$ cat src/sv/best_fit_region_allocator_defines.svh
// Assertion macros for the region allocator
`ifndef BEST_FIT_REGION_ALLOCATOR_DEFINES_SVH
`define BEST_FIT_REGION_ALLOCATOR_DEFINES_SVH
`ifndef ASSERT_OFF
`define BFRA_ASSERT_IMP(label, clk, rst_n, a, c, msg) \
  label: assert property (@(posedge clk) disable iff (!rst_n) (a) |-> (c)) else $error(msg);
`define BFRA_ASSERT_NXT(label, clk, rst_n, a, c, msg) \
  label: assert property (@(posedge clk) disable iff (!rst_n) (a) |=> (c)) else $error(msg);
`else
`define BFRA_ASSERT_IMP(label, clk, rst_n, a, c, msg)
`define BFRA_ASSERT_NXT(label, clk, rst_n, a, c, msg)
`endif
`endif

$ cat src/sv/bfra_pkg.sv
package bfra_pkg;

  localparam int unsigned SIZE_W = 21;
  localparam int unsigned ADDR_W = 20;

  typedef enum logic [1:0] {
    OP_REQUEST = 2'd0,
    OP_RELEASE = 2'd1,
    OP_CLEAR   = 2'd2,
    OP_NONE    = 2'd3
  } op_t;

  typedef enum logic [1:0] {
    ST_OK      = 2'd0,
    ST_NO_HOLE = 2'd1,
    ST_NO_BLK  = 2'd2,
    ST_FULL    = 2'd3
  } status_t;

  typedef struct packed {
    logic [1:0]        operation;
    logic [7:0]        process_id;
    logic [SIZE_W-1:0] size;
  } in_word_t;

  typedef struct packed {
    logic [1:0]        status;
    logic [ADDR_W-1:0] start_address;
    logic [SIZE_W-1:0] allocated_total;
  } out_word_t;

  // controller -> datapath
  typedef struct packed {
    logic start;      // latch input word, reset scan
    logic clr_step;   // clear one hole entry / block entry
    logic hscan;      // scan one hole entry
    logic bscan;      // scan one block entry
    logic commit_req; // apply request update
    logic commit_rel; // apply release update
    logic finish;     // load output register
  } dp_cmd_t;

  // datapath -> controller
  typedef struct packed {
    logic hlast;   // hole index at last entry
    logic blast;   // block index at last entry
    logic is_req;
    logic is_rel;
    logic is_clr;
    logic fail;    // request/release fails after scan
  } dp_sts_t;

endpackage

$ cat src/sv/bfra_ctrl.sv
module bfra_ctrl (
  input  logic              clk,
  input  logic              rst_n,
  input  logic              in_valid,
  output logic              in_stall,
  output logic              out_valid,
  input  logic              out_stall,
  input  bfra_pkg::dp_sts_t sts,
  output bfra_pkg::dp_cmd_t cmd
);

  typedef enum logic [8:0] {
    S_INIT  = 9'b0_0000_0001,
    S_IDLE  = 9'b0_0000_0010,
    S_DEC   = 9'b0_0000_0100,
    S_BSCAN = 9'b0_0000_1000,
    S_HSCAN = 9'b0_0001_0000,
    S_WAIT  = 9'b0_0010_0000,
    S_COMM  = 9'b0_0100_0000,
    S_CLR   = 9'b0_1000_0000,
    S_DONE  = 9'b1_0000_0000
  } state_t;

  state_t state_r, state_nxt;
  logic   out_valid_r, out_valid_nxt;
  logic   is_rel_r, is_rel_nxt;

  // the output register lets a new word in while the last result waits
  assign in_stall  = (state_r != S_IDLE);
  assign out_valid = out_valid_r;

  // sequencer: release scans blocks then holes, request scans holes then blocks
  always_comb begin
    state_nxt     = state_r;
    out_valid_nxt = out_valid_r && out_stall;
    is_rel_nxt    = is_rel_r;
    cmd           = '0;
    case (state_r)
      S_INIT: begin
        cmd.clr_step = 1'b1;
        if (sts.hlast) state_nxt = S_IDLE;
      end
      S_IDLE: begin
        if (in_valid && !in_stall) begin
          cmd.start = 1'b1;
          state_nxt = S_DEC;
        end
      end
      S_DEC: begin
        is_rel_nxt = sts.is_rel;
        if (sts.is_clr) state_nxt = S_CLR;
        else if (sts.is_rel) state_nxt = S_BSCAN;
        else if (sts.is_req) state_nxt = S_HSCAN;
        else state_nxt = S_DONE;
      end
      S_BSCAN: begin
        cmd.bscan = 1'b1;
        if (sts.blast) state_nxt = is_rel_r ? S_HSCAN : S_WAIT;
      end
      S_HSCAN: begin
        cmd.hscan = 1'b1;
        if (sts.hlast) state_nxt = is_rel_r ? S_WAIT : S_BSCAN;
      end
      // the last table read is checked in the cycle after it is issued
      S_WAIT: begin
        state_nxt = S_COMM;
      end
      S_COMM: begin
        if (!sts.fail) begin
          cmd.commit_req = !is_rel_r;
          cmd.commit_rel = is_rel_r;
        end
        state_nxt = S_DONE;
      end
      S_CLR: begin
        cmd.clr_step = 1'b1;
        if (sts.hlast) state_nxt = S_DONE;
      end
      S_DONE: begin
        if (!(out_valid_r && out_stall)) begin
          cmd.finish    = 1'b1;
          out_valid_nxt = 1'b1;
          state_nxt     = S_IDLE;
        end
      end
      default: state_nxt = S_INIT;
    endcase
  end

  always_ff @(posedge clk) begin
    if (!rst_n) begin
      state_r     <= S_INIT;
      out_valid_r <= 1'b0;
      is_rel_r    <= 1'b0;
    end else begin
      state_r     <= state_nxt;
      out_valid_r <= out_valid_nxt;
      is_rel_r    <= is_rel_nxt;
    end
  end

endmodule

$ cat config.mk
export PLATFORM = sky130hd
export DESIGN_NAME = bfra_ctrl
export DESIGN_NICKNAME = d
export VERILOG_FILES = /design/src/sv/best_fit_region_allocator_defines.svh /design/src/sv/bfra_pkg.sv /design/src/sv/bfra_ctrl.sv
export SDC_FILE = /design/constraint.sdc
export NUM_CORES = 1
export LEC_CHECK = 0
export BUFFER_PORTS_ARGS = -buffer_cell sky130_fd_sc_hd__buf_2
export CORE_ASPECT_RATIO = 0.9
export CORE_MARGIN = 2
export CORE_UTILIZATION = 45
export CTS_BUF_LIST = sky130_fd_sc_hd__clkbuf_4 sky130_fd_sc_hd__clkbuf_8
export CTS_CLUSTER_DIAMETER = 100
export CTS_CLUSTER_SIZE = 40
export DETAILED_ROUTE_END_ITERATION = 10
export PLACE_DENSITY = 0.68
export SLEW_MARGIN = 15
export SYNTH_ARGS = -nofsm -noshare
export SYNTH_HDL_FRONTEND = slang
export SYNTH_SLANG_ARGS = --single-unit
export TNS_END_PERCENT = 5
$ cat constraint.sdc
create_clock -name clk -period 2.4 [get_ports clk]
set_clock_uncertainty 0.15 [all_clocks]
set_input_delay 0.12 -clock clk [delete_from_list [all_inputs] [get_ports clk]]
set_output_delay 0.12 -clock clk [all_outputs]
set_load 0.03 [all_outputs]
; ---- After elaboration in Yosys (flattened, before gate mapping)
; Index checks and enable logic that the tools add are counted.
[classes]
n_eq_ne = 16
n_mux = 22
reduce_logical = 6
[op_table]
columns = operator, n
row1 = two-way mux 9 bit, 9
row2 = one-hot mux 9 bit (9 select lines), 1
row3 = two-way mux 6 bit, 2
row4 = "inequality test 2 bit, second input constant", 6
row5 = "== test 9 x 1 -> 1 bit, second input constant", 1
row6 = "== test 9 x 2 -> 1 bit, second input constant", 1
row7 = "== test 9 x 3 -> 1 bit, second input constant", 1
row8 = "== test 9 x 4 -> 1 bit, second input constant", 1
row9 = "== test 9 x 5 -> 1 bit, second input constant", 1
row10 = "== test 9 x 6 -> 1 bit, second input constant", 1
row11 = "== test 9 x 7 -> 1 bit, second input constant", 1
row12 = "== test 9 x 8 -> 1 bit, second input constant", 1
row13 = "== test 9 bit, second input constant", 1
row14 = "inequality test 9 x 2 -> 1 bit, second input constant", 1
row15 = two-way mux 1 bit, 8
row16 = AND reduction 6 bit, 1
row17 = two-way mux 2 bit, 2
row18 = logical AND 1 bit, 2
row19 = logical NOT 1 bit, 2
row20 = OR reduction 2 bit, 1
[totals]
ff_bits = 11
out_inout_bits = 9
word_cells = 47

; ---- Depth between registers and ports, before layout
[logic_depth]
depth_word = 5
ltp_mapped = 7

; ---- Least setup slack after synthesis
; No wires, ideal clock.
[synth_timing]
path_type = register to output
startpoint = register state_r[0]
endpoint = output cmd[2] in the netlist's numbering
arrival_ns = 2.379
setup_slack_ns = -0.249
path_stages_with_launch = 5
n_path_buf = 1
cell_sequence = dfxtp_1 -> buf_6 -> or4_4 -> or4_1 -> nor4_1
[synth_lines]
columns = element, line
row1 = from (decl), bfra_ctrl.sv:24  ; state_t state_r, state_nxt;
row2 = from (signal assigned), bfra_ctrl.sv:96  ; state_r <= state_nxt;
row3 = to (decl), bfra_ctrl.sv:9  ; output bfra_pkg::dp_cmd_t cmd

==> metrics.yaml <==
timing:
  post-route-min-period_ns: 2.38
  setup_slack_ns: 0.0249
  fmax_ghz: 0.421
  rsz0062_at_grt: "true"
  relSlewSlack_pct: 54.9
  finalSetupViolCount: 0
  final_hold_viol_count: 0
  drv_slew: 0
  period_share_pct: 99.0
  whs_ns: 0.0189
  worstMarginPinSlew_ns: 0.667
cts:
  cts_made_buffers: 3
  cts_tree: "built"
  htreeDepth: 1
  clk_latency_ns: 0.27
  clock_path_buffers: 2
  cts_root_buffer: "clkbuf_4"
  cts_sinks: 11
  cts_setup_buffers: 0
  clk_pin_slew_ns: 0.07
setup_path:
  arrival_ns: 2.11
  slowest_stage: "or4_4"
  worstPathRequired_ns: 2.13
  r2r_cells: 6
  cp_common_cell: "or4_4"
  r2r-start: "state_r[1]"
  critical_path.cell_chain: "or4_4 > or4_4 > nor4b_2 > buf_4"
  critPathLaunchType: "flip-flop"
  crit_end: "cmd[1]"
  path_class: "flip-flop to output pin"
  reg2reg_slack_ns: 0.27
  crit_start: "state_r[0]"
  rr_endpoint: "state_r[6]"
  worstPathMaxFanout: 7
  end_kind: "output pin"
  crit_path_max_incr_delay_ns: 0.57
place:
  dp_hpwl_um: 1590
  port_buffers: 18
  dpl_cell_area_um2: 955
  place.gp.congestion: 0.902
  dp_slack_ns: 0.213
hold_path:
  hold_class: "primary input to flip-flop"
logic_synthesis:
  yosysMostFrequentCell: "nor2_1"
  async_reset_ff_share_pct: 0
  synth_top_area_cell: "dfxtp_1"
  syn_area_um2: 847
  yosys-top-cells-area: "dfxtp_1, nor2_1, nand3_1, xnor2_1, nor3b_1"
  ys_warn_count: 0
  ys_types: 41
  ys_seq_area_share_pct: 26.0
  yosysTopAreaCellShare_pct: 26.0
  synth.avg_cell_area_um2: 7.92
  ys.flop_type: "dfxtp_1"
  ys_seq_elements: 11
  synth_edf_count: 0
  synthCells: 107
  synth_common_cells: "nor2_1, dfxtp_1, nand3_1"
  synth_nets: 117
floorplan:
  start_util_pct: 49.3
  io_pins: 19
  die_area_um2: 2250
  core_area_um2: 1720
  die_h_um: 45.2
  die_w_um: 49.7
  rows: 14
flow_run:
  drv_cap: 0
detailed_routing:
  antenna_left: 0
  wl_per_cell_um: 14.3
  drc: 0
  drt-initial-drc-count: 26
  drtPass1Iterations: 5
  avgViaCountPerCell: 5.94
  dr_total_vias: 897
  routed_wl_um: 2160
global_routing:
  grt_overflow: 0
  grt_max_degree: 14
  grt_pass1_wl_um: 3610
  grt_usage_pct: 21.5
  grt_pass1_vias: 775
  antenna_found_initial: 0
layout:
  n_fill_cell: 179
  drive_above_1_share_pct: 27.6
  stdcell_area_um2: 1030
  nNetsFinal: 138
  n_antenna_cell: 0
  area_growth_pct: 21.6
  fin_util_pct: 60.0
status:
  status: "completed"
power_and_ir_drop:
  peakVddDrop_mv: 0.482
  total_power_uw: 791
  p_per_area_nw_per_um2: 768
  leakagePower_nw: 0.443
## per-layer routing
| layer | global-route usage, % | routed length, um |
|---|---|---|
| met1 | 29.5 | 935 |
| met2 | 33.3 | 996 |
| met5 | 0 | 0 |
| met4 | 9.44 | 21 |
| met3 | 3.97 | 203 |
## cells in the final DEF, fill, tap and decap left out, types with 2 or more instances in the layout
| cell | n |
|---|---|
| buf_2 | 16 |
| dfxtp_1 | 10 |
| buf_4 | 5 |
| nor4b_2 | 2 |
| a21boi_0 | 2 |
| o21a_1 | 2 |
| dlygate4sd3_1 | 3 |
| inv_1 | 3 |
| xnor2_1 | 4 |
| nor2_1 | 14 |
| nor3b_1 | 4 |
| a21oi_1 | 4 |
| nand3_1 | 8 |
| and3_1 | 4 |
| o21ai_0 | 2 |
| xor2_1 | 2 |
| or4_4 | 2 |
| nor4b_1 | 2 |
| clkbuf_4 | 4 |
| mux2i_1 | 2 |
| nand2_1 | 7 |
| nor4_1 | 2 |
| and2_1 | 2 |
| nand4b_1 | 2 |
## worst max-delay path, delay by kind of cell (launching register included)
family,cells,cell delay (ns)
buffers and inverters,1,0.20
flip-flops,1,0.36
AND/OR/NAND/NOR,3,1.28
## per-stage QoR
step	std cells	setup TNS [ns]
floorplan	107	0
detailed placement	144	0
global placement	144	0
finish	151	0
CTS	151	0
global route	151	-0.0838
## repair_timing
| item | 4_1_cts | 5_1_grt |
|---|---|---|
| hold buffers | 3 | 0 |
| hold endpoints to repair | 3 | 0 |
| gates resized for setup | 3 | 2 |
| setup endpoints to repair | 2 | 4 |
## flip-flops by register name, summed over array words and instances, names as in the netlist
name	cells
state_r	9
out_valid	1
is_rel_r	1
## cell families after synthesis
family | count (synthesis) | synth area share, %
buffers and inverters | 11 | 6.20
xor gates and xnor gates | 6 | 6.20
AOI/OAI and AO/OA | 20 | 19.9
and+or+nand+nor | 57 | 39.3
muxes | 2 | 2.36
DFF | 11 | 26.0
## power breakdown
part	switching [mW]	leakage (nW)	internal, mW
clock network	0.0659	0.0184	0.0757
registers	0.0241	0.0889	0.204
logic	0.244	0.336	0.177
total	0.334	0.443	0.457
## how the worst min path moves through the flow
stage          startpoint    endpoint  slack (ns)  cells after the start
4_1_cts             rst_n  state_r[0]        0.01                      2
3_5_place_dp    out_stall   out_valid        0.27                      3
2_1_floorplan      sts[1]  state_r[7]        0.12                      2
5_1_grt             rst_n  state_r[0]        0.03                      2
6_report            rst_n  state_r[0]        0.02                      2
3_3_place_gp    out_stall   out_valid        0.26                      3
## layout make-up
class	count	area (um2)	share of cell area [%]
timing repair buffer	24	148	14.3
inverter	3	11.3	1.09
tap	24	30.0	2.92
clock buffer	4	30.0	2.92
sequential	11	221	21.5
multi-input combinational	85	589	57.2
(Power assumes the default switching activity.)
